--- src/rtl/core/utd_pkg.sv ---
`timescale 1ns / 1ps

package utd_pkg;

    localparam int unsigned CP_W    = 21;
    localparam int unsigned BYTE_W  = 8;
    localparam int unsigned CNT_W   = 2;

    // lead byte class boundaries
    localparam logic [BYTE_W-1:0] LEAD1_MAX = 8'h7f;
    localparam logic [BYTE_W-1:0] LEAD2_MAX = 8'hdf;
    localparam logic [BYTE_W-1:0] LEAD3_MAX = 8'hef;
    localparam logic [BYTE_W-1:0] LEAD4_MAX = 8'hf7;

    // payload masks per lead class
    localparam logic [BYTE_W-1:0] MASK1    = 8'h7f;
    localparam logic [BYTE_W-1:0] MASK2    = 8'h1f;
    localparam logic [BYTE_W-1:0] MASK3    = 8'h0f;
    localparam logic [BYTE_W-1:0] MASK4    = 8'h07;
    localparam logic [BYTE_W-1:0] MASK_CONT = 8'h3f;

    // continuation bytes still expected after a lead
    localparam logic [CNT_W-1:0] REM_NONE  = 2'd0;
    localparam logic [CNT_W-1:0] REM_ONE   = 2'd1;
    localparam logic [CNT_W-1:0] REM_TWO   = 2'd2;
    localparam logic [CNT_W-1:0] REM_THREE = 2'd3;

    localparam logic ST_OK  = 1'b0;
    localparam logic ST_ERR = 1'b1;

    typedef struct packed {
        logic            valid;
        logic [CP_W-1:0] code_point;
        logic            status;
        logic            end_of_string;
    } t_result;

endpackage

--- src/rtl/core/utd_step.sv ---
`timescale 1ns / 1ps

module utd_step (
    input  logic                        i_clk,
    input  logic                        i_rst_n,
    input  logic                        i_fire,
    input  logic [utd_pkg::BYTE_W-1:0]  i_byte,
    input  logic                        i_last,
    output utd_pkg::t_result            o_res
);

    logic [utd_pkg::CNT_W-1:0] r_rem;
    logic [utd_pkg::CP_W-1:0]  r_pv;
    logic                      r_dropping;

    logic [utd_pkg::CNT_W-1:0] n_rem;
    logic [utd_pkg::CP_W-1:0]  n_pv;
    logic                      n_dropping;
    utd_pkg::t_result          res;
    logic [utd_pkg::CP_W-1:0]  shifted;

    localparam int unsigned CONT_W = 6;

    assign shifted = {r_pv[utd_pkg::CP_W-CONT_W-1:0], i_byte[CONT_W-1:0]};

    always_comb begin
        n_rem              = r_rem;
        n_pv               = r_pv;
        n_dropping         = r_dropping;
        res.valid          = 1'b0;
        res.code_point     = '0;
        res.status         = utd_pkg::ST_OK;
        res.end_of_string  = i_last;

        if (r_dropping) begin
            // swallow bytes until the string closes
            if (i_last) begin
                n_dropping = 1'b0;
            end
        end else if (r_rem != utd_pkg::REM_NONE) begin
            n_rem = r_rem - utd_pkg::REM_ONE;
            n_pv  = shifted;
            if (r_rem == utd_pkg::REM_ONE) begin
                res.valid      = 1'b1;
                res.code_point = shifted;
                n_pv           = '0;
            end else if (i_last) begin
                // truncated sequence
                res.valid         = 1'b1;
                res.status        = utd_pkg::ST_ERR;
                res.end_of_string = 1'b1;
                n_rem             = utd_pkg::REM_NONE;
                n_pv              = '0;
            end
        end else begin
            if (i_byte <= utd_pkg::LEAD1_MAX) begin
                res.valid      = 1'b1;
                res.code_point = utd_pkg::CP_W'(i_byte & utd_pkg::MASK1);
            end else if (i_byte > utd_pkg::LEAD4_MAX) begin
                // invalid lead
                res.valid         = 1'b1;
                res.status        = utd_pkg::ST_ERR;
                res.end_of_string = 1'b1;
                n_dropping        = !i_last;
            end else if (i_last) begin
                // multi-byte lead as final byte
                res.valid         = 1'b1;
                res.status        = utd_pkg::ST_ERR;
                res.end_of_string = 1'b1;
            end else if (i_byte <= utd_pkg::LEAD2_MAX) begin
                n_pv  = utd_pkg::CP_W'(i_byte & utd_pkg::MASK2);
                n_rem = utd_pkg::REM_ONE;
            end else if (i_byte <= utd_pkg::LEAD3_MAX) begin
                n_pv  = utd_pkg::CP_W'(i_byte & utd_pkg::MASK3);
                n_rem = utd_pkg::REM_TWO;
            end else begin
                n_pv  = utd_pkg::CP_W'(i_byte & utd_pkg::MASK4);
                n_rem = utd_pkg::REM_THREE;
            end
        end
    end

    always_ff @(posedge i_clk) begin
        if (!i_rst_n) begin
            r_rem      <= utd_pkg::REM_NONE;
            r_pv       <= '0;
            r_dropping <= 1'b0;
        end else if (i_fire) begin
            r_rem      <= n_rem;
            r_pv       <= n_pv;
            r_dropping <= n_dropping;
        end
    end

    assign o_res = '{valid:         res.valid & i_fire,
                     code_point:    res.code_point,
                     status:        res.status,
                     end_of_string: res.end_of_string};

    // no sequence is in flight while dropping
    a_drop_no_seq: assert property (@(posedge i_clk) disable iff (!i_rst_n)
        r_dropping |-> (r_rem == utd_pkg::REM_NONE && r_pv == '0))
        else $error("sequence state left over while dropping");

    // dropped bytes never produce a result
    a_drop_silent: assert property (@(posedge i_clk) disable iff (!i_rst_n)
        (i_fire && r_dropping) |-> !o_res.valid)
        else $error("result produced while dropping");

    // an error result always closes the string with a zero code point
    a_err_closes: assert property (@(posedge i_clk) disable iff (!i_rst_n)
        (o_res.valid && o_res.status == utd_pkg::ST_ERR)
            |-> (o_res.end_of_string && o_res.code_point == '0))
        else $error("error result without end of string or with data");

    // a string always ends with no sequence pending
    a_last_clears: assert property (@(posedge i_clk) disable iff (!i_rst_n)
        (i_fire && i_last) |=> (r_rem == utd_pkg::REM_NONE && !r_dropping))
        else $error("state pending after end of string");

endmodule

--- src/rtl/core/utf8_to_code_point_decoder.sv ---
`timescale 1ns / 1ps

// channel | direction | handshake                | payload
// --------+-----------+--------------------------+-------------------------------------------
// in      | input     | i_in_valid / o_in_ready  | i_data_byte[7:0], i_last_byte
// out     | output    | o_out_valid / i_out_ready| o_code_point[20:0], o_status,
//         |           |                          | o_end_of_string
//
// one byte per clock sustained while the output is not stalled; each item is held in the input register,
// and its result, if any, is registered in the output register
// the decode step (lead class, six-bit shift, error check) sits between the two registers
// reset (i_rst_n low, synchronous) empties both registers and clears the decoder state
// an output stall holds the result; one more item waits in the input register, then
// o_in_ready drops until the result is taken
module utf8_to_code_point_decoder (
    input  logic        i_clk,
    input  logic        i_rst_n,
    input  logic        i_in_valid,
    output logic        o_in_ready,
    input  logic [7:0]  i_data_byte,
    input  logic        i_last_byte,
    output logic        o_out_valid,
    input  logic        i_out_ready,
    output logic [20:0] o_code_point,
    output logic        o_status,
    output logic        o_end_of_string
);

    // input register
    logic                       r_in_valid;
    logic [utd_pkg::BYTE_W-1:0] r_in_byte;
    logic                       r_in_last;

    // output register
    logic                       r_out_valid;
    logic [utd_pkg::CP_W-1:0]   r_out_cp;
    logic                       r_out_status;
    logic                       r_out_eos;

    logic             adv;
    logic             out_free;
    utd_pkg::t_result step_res;

    // output slot is free when empty or being drained this cycle
    assign out_free   = !r_out_valid || i_out_ready;
    // the held item is decoded when its result (if any) has a place to land
    assign adv        = r_in_valid && out_free;
    assign o_in_ready = !r_in_valid || out_free;

    always_ff @(posedge i_clk) begin
        if (!i_rst_n) begin
            r_in_valid <= 1'b0;
        end else if (o_in_ready) begin
            r_in_valid <= i_in_valid;
        end
    end

    always_ff @(posedge i_clk) begin
        if (o_in_ready && i_in_valid) begin
            r_in_byte <= i_data_byte;
            r_in_last <= i_last_byte;
        end
    end

    // decoder state and per-byte decode
    utd_step u_step (
        .i_clk   (i_clk),
        .i_rst_n (i_rst_n),
        .i_fire  (adv),
        .i_byte  (r_in_byte),
        .i_last  (r_in_last),
        .o_res   (step_res)
    );

    always_ff @(posedge i_clk) begin
        if (!i_rst_n) begin
            r_out_valid <= 1'b0;
        end else if (out_free) begin
            r_out_valid <= step_res.valid;
        end
    end

    always_ff @(posedge i_clk) begin
        if (out_free && step_res.valid) begin
            r_out_cp     <= step_res.code_point;
            r_out_status <= step_res.status;
            r_out_eos    <= step_res.end_of_string;
        end
    end

    assign o_out_valid     = r_out_valid;
    assign o_code_point    = r_out_cp;
    assign o_status        = r_out_status;
    assign o_end_of_string = r_out_eos;

    // a stalled result is never overwritten
    a_out_hold: assert property (@(posedge i_clk) disable iff (!i_rst_n)
        (r_out_valid && !i_out_ready) |=> (r_out_valid && $stable(r_out_cp)
            && $stable(r_out_status) && $stable(r_out_eos)))
        else $error("pending result overwritten");

    // a held item is never dropped while the output stalls
    a_in_hold: assert property (@(posedge i_clk) disable iff (!i_rst_n)
        (r_in_valid && !adv) |=> (r_in_valid && $stable(r_in_byte)
            && $stable(r_in_last)))
        else $error("held item lost");

    // a reported error carries end of string
    a_out_err: assert property (@(posedge i_clk) disable iff (!i_rst_n)
        (r_out_valid && r_out_status == utd_pkg::ST_ERR) |-> r_out_eos)
        else $error("error result does not close string");

endmodule
--- config.mk ---
export PLATFORM = sky130hd
export DESIGN_NAME = utf8_to_code_point_decoder
export DESIGN_NICKNAME = d
export VERILOG_FILES = /design/src/rtl/core/utd_pkg.sv /design/src/rtl/core/utd_step.sv /design/src/rtl/core/utf8_to_code_point_decoder.sv
export SDC_FILE = /design/constraint.sdc
export NUM_CORES = 1
export LEC_CHECK = 0
export BUFFER_PORTS_ARGS = -buffer_cell sky130_fd_sc_hd__buf_2
export CORE_MARGIN = 10
export CORE_UTILIZATION = 54
export DETAILED_ROUTE_END_ITERATION = 8
export PLACE_DENSITY = 0.73
export SYNTH_ARGS = -nofsm -noshare
export SYNTH_HDL_FRONTEND = slang
export SYNTH_HIERARCHICAL = 1
export SYNTH_SLANG_ARGS = --single-unit
--- constraint.sdc ---
create_clock -name i_clk -period 4.1 [get_ports i_clk]
set_clock_uncertainty 0.2 [all_clocks]
set_input_delay 0.205 -clock i_clk [delete_from_list [all_inputs] [get_ports i_clk]]
set_output_delay 0.205 -clock i_clk [all_outputs]
set_load 0.005 [all_outputs]
==> results of run 1 <==
-- power breakdown --
part	switching, mW	internal (mW)
clock network	0.146	0.120
registers	0.0107	0.577
logic	0.0498	0.0419
total	0.207	0.739
-- cell type report --
class	count	area share, %
Clock buffer	7	2.99
Clock inverter	1	0.196
Inverter	3	0.442
Multi-Input combinational cell	117	28.8
Sequential cell	52	53.4
Tap cell	48	2.36
Timing Repair Buffer	49	11.8
-- sequential cells by signal, indices dropped and copies added (netlist names) --
signal             count
o_code_point          21
u_step/r_pv           15
r_in_byte              8
u_step/r_rem           2
o_end_of_string        1
o_out_valid            1
o_status               1
r_in_last              1
r_in_valid             1
u_step/r_dropping      1
-- cell usage in the layout (no fill, tap or decap), drive strengths merged, types with 3 or more instances in the layout --
cell and instances:
o21ai 3, dfxtp 20, clkbuf 7, nand2 33
dlygate4sd3 10, nor2b 4, buf 39, a21oi 7
nand2b 5, nor2 8, edfxtp 32, mux2i 13
inv 3, and2 22
-- through the flow --
step                power [mW]  cells  utilization, %
floorplan                0.656    179               -
global placement         0.681    259            62.8
detailed placement       0.686    259            62.8
CTS                      0.956    277            67.6
global route             0.994    277            67.6
finish                   0.946    277            67.6
-- routing by layer --
metal	vias to the layer above	wire length [um]
met4	0	36
li1	721	-
met2	44	2000
met3	2	260
met5	-	0
met1	671	1700
-- worst min-delay path, cell delays in order --
cell,delay [ns]
buf_2,0.10
nor2b_4,0.05
o21a_1,0.16
-- how the worst max path moves through the flow --
stage	startpoint	end	slack [ns]	cells past startpoint
after detailed placement	u_step/r_rem[0]$_SDFFE_PN0P_	o_code_point[0]$_DFFE_PP_	1.75	6
final	u_step/r_rem[0]$_SDFFE_PN0P_	o_code_point[2]$_DFFE_PP_	1.73	6
after global routing	u_step/r_rem[0]$_SDFFE_PN0P_	o_code_point[0]$_DFFE_PP_	1.57	6
after global placement	u_step/r_rem[0]$_SDFFE_PN0P_	o_code_point[8]$_DFFE_PP_	1.84	6
after CTS	u_step/r_rem[0]$_SDFFE_PN0P_	o_code_point[0]$_DFFE_PP_	1.72	6
after floorplan	u_step/r_rem[0]$_SDFFE_PN0P_	o_code_point[0]$_DFFE_PP_	1.25	6
-- cell families (layout without fill, tap and decap cells) --
| family | count (synthesis) | after routing | synth area share (%) |
|---|---|---|---|
| simple gates | 80 | 80 | 19.9 |
| flops | 52 | 52 | 63.1 |
| compound gates | 22 | 22 | 6.84 |
| mux | 13 | 13 | 6.03 |
| buf+inv | 10 | 60 | 2.96 |
| fa+ha+maj | 2 | 2 | 1.16 |
==> results.yml, run 1 <==
status:
  status: "completed"
worst_setup_path:
  cp-end-kind: "flip-flop"
  rr_worst_depth: 6
  path_cells: "inv_1, ha_1, and2_1, a211oi_1, nor2b_2, buf_4"
  crit_family: "simple AND/OR/NAND/NOR gates"
  cp_num_buf_inv: 2
  critPathArrivalTime_ns: 2.14
  reg2reg_setup_slack_ns: 1.73
  reg2reg_from: "u_step/r_rem[0]$_SDFFE_PN0P_"
  path_class: "reg -> reg"
  crit_fanout: 23
  cp.required_ns: 3.87
  start_kind: "flip-flop"
  slowest_delay_ns: 0.38
  rr_endpoint: "o_code_point[2]$_DFFE_PP_"
  cp_slowest_cell: "dfxtp_1"
yosys:
  synth_common_cells: "nand2_1 (33), edfxtp_1 (32), and2_1 (21)"
  yosysSeqAreaShare_pct: 63.1
  syn_nets: 194
  synth_top_area_share_pct: 44.5
  syn_inst: 179
  ys_ff_latch: 52
  yosysMostFrequentCell: "nand2_1"
  synth_area_leaders: "edfxtp_1 (45%), dfxtp_1 (19%), and2_1 (6.1%)"
  synth_area_mm2: 0.00216
  synthFlopType: "edfxtp_1"
  yosysTopAreaCell: "edfxtp_1"
  yosys_warnings: 6
  avgSynthCellArea_um2: 12.1
  synth-edff-count: 32
  synth.distinct_cells: 34
  ys_async_sr_fraction_pct: 0
placement:
  dp_worst_setup_slack_ns: 1.75
  place.port_buffers: 37
  dpl_cell_area_mm2: 0.00237
  dp_hpwl_um: 2850
  gp_congestion: 0.827
routing:
  drtPass1Iterations: 4
  first_iter_violations: 74
  wl_per_cell_um: 14.4
  post_drt_via_cell_ratio: 5.19
  vias: 1438
  wl_um: 4000
  ant_nets: 0
  drc_errors: 0
global_route:
  met3_usage_pct: 4.69
  grtUsageTotal_pct: 11.6
  grt_max_degree: 26
  use_met2_pct: 20.0
  antenna_found_initial: 0
  use_met1_pct: 12.7
  grt.busiest_layer: "met2"
  grt_pass1_wl_um: 6780
  grt-ovfl-total: 0
  grt_pass1_vias: 1423
floorplan:
  die_w_um: 83.2
  die-area_mm2: 0.00692
  ios: 38
  start_util_pct: 57.2
  core_mm2: 0.00377
  num_rows: 22
  die_h_um: 83.2
clocking:
  tritoncts: "done"
  clock-sinks: 52
  clock_path_buffers: 2
  cts_htree_levels: 2
  cts_buffers: 5
  hold_buffers: 10
  clk_latency_ns: 0.29
  ctsResizeCount: 0
  cts_setup_buffers: 0
  clock_tree.root_cell: "clkbuf_8"
  clk_pin_slew_ns: 0.08
cells_and_area:
  drive_gt1_share_pct: 21.8
  design_area_mm2: 0.00255
  num-fill-cells: 287
  ff_latch_area_mm2: 0.00136
  multiInputGateArea_um2: 734
  synthToLayoutAreaGrowth_pct: 18.2
  nets: 243
  diodes: 0
worst_hold_path:
  holdPathStages: 3
  min_from: "i_out_ready"
  min_to: "o_out_valid$_SDFFE_PN0N_"
  hold_path_class: "in -> reg"
sta:
  tightestPinTransition_ns: 0.907
  hold_viol: 0
  maxSlewHeadroom_pct: 39.4
  finalSetupViolCount: 0
  fin_hold_ws_ns: 0.0712
  worst_slack_ns: 1.73
  fin_crit_sh_pct: 57.7
  rsz0062_at_grt: "false"
  tns_ns: 0
  drv_slew: 0
  fin_crit_ns: 2.37
  fmax_mhz: 423
power_and_ir_drop:
  ir_worst_vdd_v: 0.000290
  pwr_density_cell_mw_per_mm2: 371
  p_leak_nw: 1.06
run:
  maxCapViolations: 0
No activity file was read; power rests on OpenSTA's default activity.
==> inputs of run 2 (changes only) <==
- clock period: 4.1 -> 2.3 ns (I/O delays scaled with it)
==> run 2 against run 1 <==
Cell count up 1.8%. Non-clock buffer count up 5. Sequential share of layout area down 1.5 points. Combinational power up 94%. Setup slack worse by 1.5 ns. Register-to-register slack worse by 1.5 ns. Critical path depth unchanged.
==> results.yml, run 2 (synthesis gave the netlist of run 1 again) <==
power_and_ir_drop:
  power_frac_seq_pct: 60.5
  combPwrFrac_pct: 10.3
  p_clk_share_pct: 29.3
  ir_worst_vdd_v: 0.000377
  p_int_mw: 1.33
  pwr_density_cell_mw_per_mm2: 663
  p_leak_nw: 1.09
  swShare_pct: 23.4
  netSwitchingPower_mw: 0.406
clocking:
  cts_htree_levels: 2
  clock_path_buffers: 2
  clock-sinks: 52
  clk_latency_ns: 0.29
  tritoncts: "done"
  clk_pin_slew_ns: 0.09
  cts_setup_buffers: 0
  clock_tree.root_cell: "clkbuf_8"
  cts_buffers: 5
cells_and_area:
  nets: 248
  ff_latch_area_mm2: 0.00136
  diodes: 0
  drive_gt1_share_pct: 23.5
  multiInputGateArea_um2: 739
  design_area_mm2: 0.00262
  largest_reg_flops: 21
  num-fill-cells: 276
  synthToLayoutAreaGrowth_pct: 21.5
  final_common_cell: "buf_2"
  layout_common_cells: "buf_2 (37), nand2_1 (33), edfxtp_1 (32)"
routing:
  drtPass1Iterations: 5
  wl_per_cell_um: 15.5
  vias: 1486
  ant_nets: 0
  post_drt_via_cell_ratio: 5.27
  first_iter_violations: 142
  wl_um: 4360
  drc_errors: 0
worst_setup_path:
  path_class: "reg -> reg"
  crit_fanout: 23
  rr_endpoint: "o_code_point[6]$_DFFE_PP_"
  reg2reg_from: "u_step/r_rem[0]$_SDFFE_PN0P_"
  rr_worst_depth: 6
  cp_slowest_cell: "dfxtp_1"
  crit_family: "simple AND/OR/NAND/NOR gates"
  start_kind: "flip-flop"
  path_cells: "inv_1, ha_1, and2_1, a211oi_1, nor2b_4, buf_12"
  crit_start: "u_step/r_rem[0]$_SDFFE_PN0P_"
  reg2reg_setup_slack_ns: 0.22
  critPathArrivalTime_ns: 1.88
  cp_num_buf_inv: 2
  cp.required_ns: 2.11
  cp-end-kind: "flip-flop"
  slowest_delay_ns: 0.39
placement:
  dp_hpwl_um: 3020
  dpl_cell_area_mm2: 0.00241
  gp_congestion: 0.884
  place.port_buffers: 37
global_route:
  grt_max_degree: 26
  grt_pass1_vias: 1530
  grt_pass1_wl_um: 7200
  antenna_found_initial: 0
  grtUsageTotal_pct: 12.2
  grt-ovfl-total: 0
floorplan:
  ios: 38
  die_h_um: 83.2
  die_w_um: 83.2
  start_util_pct: 57.2
  die-area_mm2: 0.00692
  core_mm2: 0.00377
  num_rows: 22
sta:
  hold_viol: 0
  drv_slew: 0
  tightestPinTransition_ns: 0.416
  maxSlewHeadroom_pct: 72.3
  fin_crit_sh_pct: 90.4
  fin_hold_ws_ns: 0.0547
  tns_ns: 0
  fmax_mhz: 481
  finalSetupViolCount: 0
  rsz0062_at_grt: "false"
  fin_crit_ns: 2.08
worst_hold_path:
  hold_path_class: "in -> reg"
  min_from: "i_rst_n"
  min_to: "o_out_valid$_SDFFE_PN0N_"
  holdPathStages: 2
status:
  status: "completed"
run:
  maxCapViolations: 0
run 2: cell types whose count changed in the layout (fill, tap and decap cells not counted), moves of 2 or more:
cell,change
buf_4,+2
clkbuf_1,-2
dlygate4sd3_1,+2
clkinvlp_4,+2
run 2: metrics by stage:
step,power [mW],cells,setup slack (ns),utilization (%)
3_5_place_dp,1.23,262,0.256,63.8
4_1_cts,1.75,282,0.238,69.5
3_3_place_gp,1.22,262,0.322,63.8
6_report,1.74,282,0.221,69.5
2_1_floorplan,1.17,179,0.0955,-
5_1_grt,1.80,282,0.0414,69.5
run 2: how the worst max path moves through the flow:
stage	to	slack [ns]	cells after the start
after CTS	o_code_point[0]$_DFFE_PP_	0.24	6
after floorplan	o_code_point[0]$_DFFE_PP_	0.1	6
after global placement	o_code_point[8]$_DFFE_PP_	0.32	6
after global routing	o_end_of_string$_DFFE_PP_	0.04	6
after detailed placement	o_code_point[15]$_DFFE_PP_	0.26	6
final	o_code_point[6]$_DFFE_PP_	0.22	6
run 2: worst reg2reg max path, delay by kind of cell (launching register included):
kind	cells	cell delay, ns
simple gates	2	0.42
flops	1	0.39
compound gates	1	0.32
buf+inv	2	0.24
fa+ha+maj	1	0.21
run 2: layer usage:
layer  global-route usage, %  share of wire (%)  up-vias
met5                       0                  0        -
met4                    3.85               0.57        0
met3                    3.22                6.2        4
met2                    22.1                 51       51
met1                    13.4                 42      702
li1                        -                  -      729
run 2: final cells by class:
cell class / instances / area share, %
clock buffers: 5 / 2.63
flip-flops and latches: 52 / 52.0
well taps: 48 / 2.29
inverters: 3 / 0.430
repair buffers: 54 / 13.6
clock inverters: 3 / 0.907
multi-input cells: 117 / 28.2
run 2: power by group through the flow:
stage / sequential (mW) / combinational [mW] / clock (mW)
detailed placement: 1.07 / 0.162 / 0
global route: 1.06 / 0.196 / 0.550
floorplan: 1.07 / 0.102 / 0
finish: 1.05 / 0.178 / 0.508
global placement: 1.07 / 0.155 / 0
CTS: 1.05 / 0.179 / 0.517
run 2: repair_timing:
| item | in CTS | in global routing |
|---|---|---|
| hold buffers | 12 | 0 |
| hold endpoints to repair | 11 | 0 |
| setup endpoints to repair | 0 | 0 |
| gates resized for setup | 0 | 0 |
==> inputs of run 3 (changes only) <==
- PLACE_DENSITY: 0.73 -> 0.74
- SYNTH_HIERARCHICAL: 1 -> unset
==> run 3 against run 2 <==
Sequential power hardly changed. Largest cell class unchanged. Area after synthesis is 1.8% lower. Synthesized cell count fell by 4.5%. Wire length fell by 4.4%. Worst hold slack got worse by 0.0090 ns. Fmax grew 2.0%. Critical path type unchanged. Highest routed layer unchanged. Critical path depth grew 1. Via count down 2.9%. Sequential share of layout area up 0.17 points. Utilization is 0.79 points higher.
==> results.yml, run 3 <==
placement:
  gp_congestion: 0.820
  dpl_cell_area_mm2: 0.00238
  dp_hpwl_um: 3000
  place.port_buffers: 37
  dp_cells: 254
  dp_worst_setup_slack_ns: 0.148
global_route:
  grt_pass1_vias: 1478
  grtUsageTotal_pct: 13.1
  grt_max_degree: 25
  grt-ovfl-total: 0
  grt_pass1_wl_um: 6840
  antenna_found_initial: 0
sta:
  hold_viol: 0
  fin_crit_ns: 2.04
  fmax_mhz: 491
  finalSetupViolCount: 0
  tns_ns: 0
  fin_crit_sh_pct: 88.6
  fin_hold_ws_ns: 0.0458
  rsz0062_at_grt: "false"
  worst_slack_ns: 0.262
  maxSlewHeadroom_pct: 58.4
  tightestPinTransition_ns: 0.621
  drv_slew: 0
floorplan:
  ios: 38
  die-area_mm2: 0.00683
  core_mm2: 0.00372
  die_h_um: 82.6
  start_util_pct: 57.0
  num_rows: 22
  die_w_um: 82.6
power_and_ir_drop:
  p_int_mw: 1.44
  combPwrFrac_pct: 9.8
  swShare_pct: 21.4
  netSwitchingPower_mw: 0.391
  p_leak_nw: 0.986
  pwr_density_cell_mw_per_mm2: 701
  ir_worst_vdd_v: 0.000408
  power_frac_seq_pct: 57.4
  p_clk_share_pct: 32.8
worst_setup_path:
  cp.required_ns: 2.33
  start_kind: "flip-flop"
  cp-end-kind: "flip-flop"
  crit_fanout: 12
  path_class: "reg -> reg"
  critPathArrivalTime_ns: 2.07
yosys:
  yosys_warnings: 0
  yosysMostFrequentCell: "nand2_1"
  synth-edff-count: 32
  ys_async_sr_fraction_pct: 0
  syn_nets: 186
  synthFlopType: "edfxtp_1"
  avgSynthCellArea_um2: 12.4
  synth_top_area_share_pct: 45.4
  synth.distinct_cells: 34
  synth_area_leaders: "edfxtp_1 (45%), dfxtp_1 (19%), mux2i_1 (7.6%)"
  synth_common_cells: "nand2_1 (33), edfxtp_1 (32), and2_1 (20), dfxtp_1 (20), mux2i_1 (16)"
  synth_area_mm2: 0.00212
  ys_ff_latch: 52
  yosysSeqAreaShare_pct: 64.3
  syn_inst: 171
  yosysTopAreaCell: "edfxtp_1"
clocking:
  cts_buffers: 5
  clock_path_buffers: 2
  tritoncts: "done"
  cts_htree_levels: 2
  clock-sinks: 52
  clk_latency_ns: 0.30
  cts_setup_buffers: 0
  clk_pin_slew_ns: 0.09
  clock_tree.root_cell: "clkbuf_8"
status:
  status: "completed"
cells_and_area:
  synthToLayoutAreaGrowth_pct: 23.3
  diodes: 0
  final_common_cell: "buf_2"
  largest_reg_flops: 21
  layout_common_cells: "buf_2 (37), nand2_1 (33), edfxtp_1 (32)"
  nets: 240
  num-fill-cells: 260
  multiInputGateArea_um2: 707
  drive_gt1_share_pct: 25.2
  design_area_mm2: 0.00261
  final_cells: 274
  ff_latch_area_mm2: 0.00136
routing:
  vias: 1443
  wl_per_cell_um: 15.2
  first_iter_violations: 132
  post_drt_via_cell_ratio: 5.27
  drtPass1Iterations: 4
  ant_nets: 0
  wl_um: 4170
  drc_errors: 0
worst_hold_path:
  hold_path_class: "in -> reg"
run:
  maxCapViolations: 0
[run 3: changes by cell type after synthesis, moves of 2 or more]
| cell | change |
|---|---|
| mux2i_1 | +3 |
| a21oi_1 | -5 |
| nand2b_1 | -2 |
| nand2b_4 | -2 |
| o32ai_1 | -2 |
| buf_6 | -2 |
| a31oi_1 | +2 |
| o21ai_0 | -2 |
[run 3: timing repair]
action	in CTS	in global routing
hold buffers	12	0
gates resized for setup	0	1
endpoints found under the hold margin	11	0
setup endpoints to repair	0	14
[run 3: per-stage QoR]
step                      utilization, %  power, mW
after floorplan                        -       1.17
after global placement              64.0       1.23
after detailed placement            64.0       1.24
after CTS                           70.1       1.84
after global routing                70.3       1.91
final                               70.3       1.83
[run 3: critical path: stages (launching register included)]
cell	delay, ns
dfxtp_1	0.40
inv_1	0.07
ha_1	0.22
buf_4	0.18
a21boi_2	0.18
nor2_4	0.32
buf_12	0.19
mux2i_1	0.20
[run 3: final timing paths]
kind	startpoint	endpoint	slack, ns	cells after the start
worst max-delay path	u_step.r_rem[0]$_SDFFE_PN0P_	u_step.r_pv[1]$_SDFFE_PN0P_	0.26	7
worst min-delay path	i_rst_n	u_step.r_dropping$_SDFFE_PN0P_	0.05	3
worst max register to register	u_step.r_rem[0]$_SDFFE_PN0P_	u_step.r_pv[1]$_SDFFE_PN0P_	0.26	7
worst min register to register	u_step.r_pv[11]$_SDFFE_PN0P_	u_step.r_pv[11]$_SDFFE_PN0P_	0.26	2
[run 3: logic make-up (layout without fill, tap and decap cells)]
kind of cell / after synthesis / after routing / synth area share (%)
compound gates: 17 / 17 / 6.67
fa+ha+maj: 2 / 2 / 1.18
buf+inv: 10 / 65 / 2.60
flops: 52 / 52 / 64.3
mux: 16 / 16 / 7.56
simple gates: 74 / 74 / 17.7
[run 3: routing by layer]
metal	share of wire [%]	wire length, um	track usage (%)	vias to the layer above
met3	7.0	290	4.10	8
met2	51	2110	24.0	45
met5	0	0	0	-
li1	-	-	-	710
met4	1.6	67	5.18	0
met1	41	1690	13.7	680
[run 3: layout make-up]
class / instances / share of cell area (%)
well taps: 48 / 2.30
repair buffers: 53 / 13.8
clock inverters: 2 / 1.34
flip-flops and latches: 52 / 52.1
clock buffers: 6 / 2.78
multi-input cells: 109 / 27.1
inverters: 4 / 0.575
[run 3: power by group through the flow]
stage	logic, mW	clock network, mW	registers [mW]
finish	0.180	0.600	1.05
global route	0.197	0.654	1.05
CTS	0.180	0.613	1.05
detailed placement	0.164	0	1.07
global placement	0.157	0	1.07
floorplan	0.0966	0	1.07
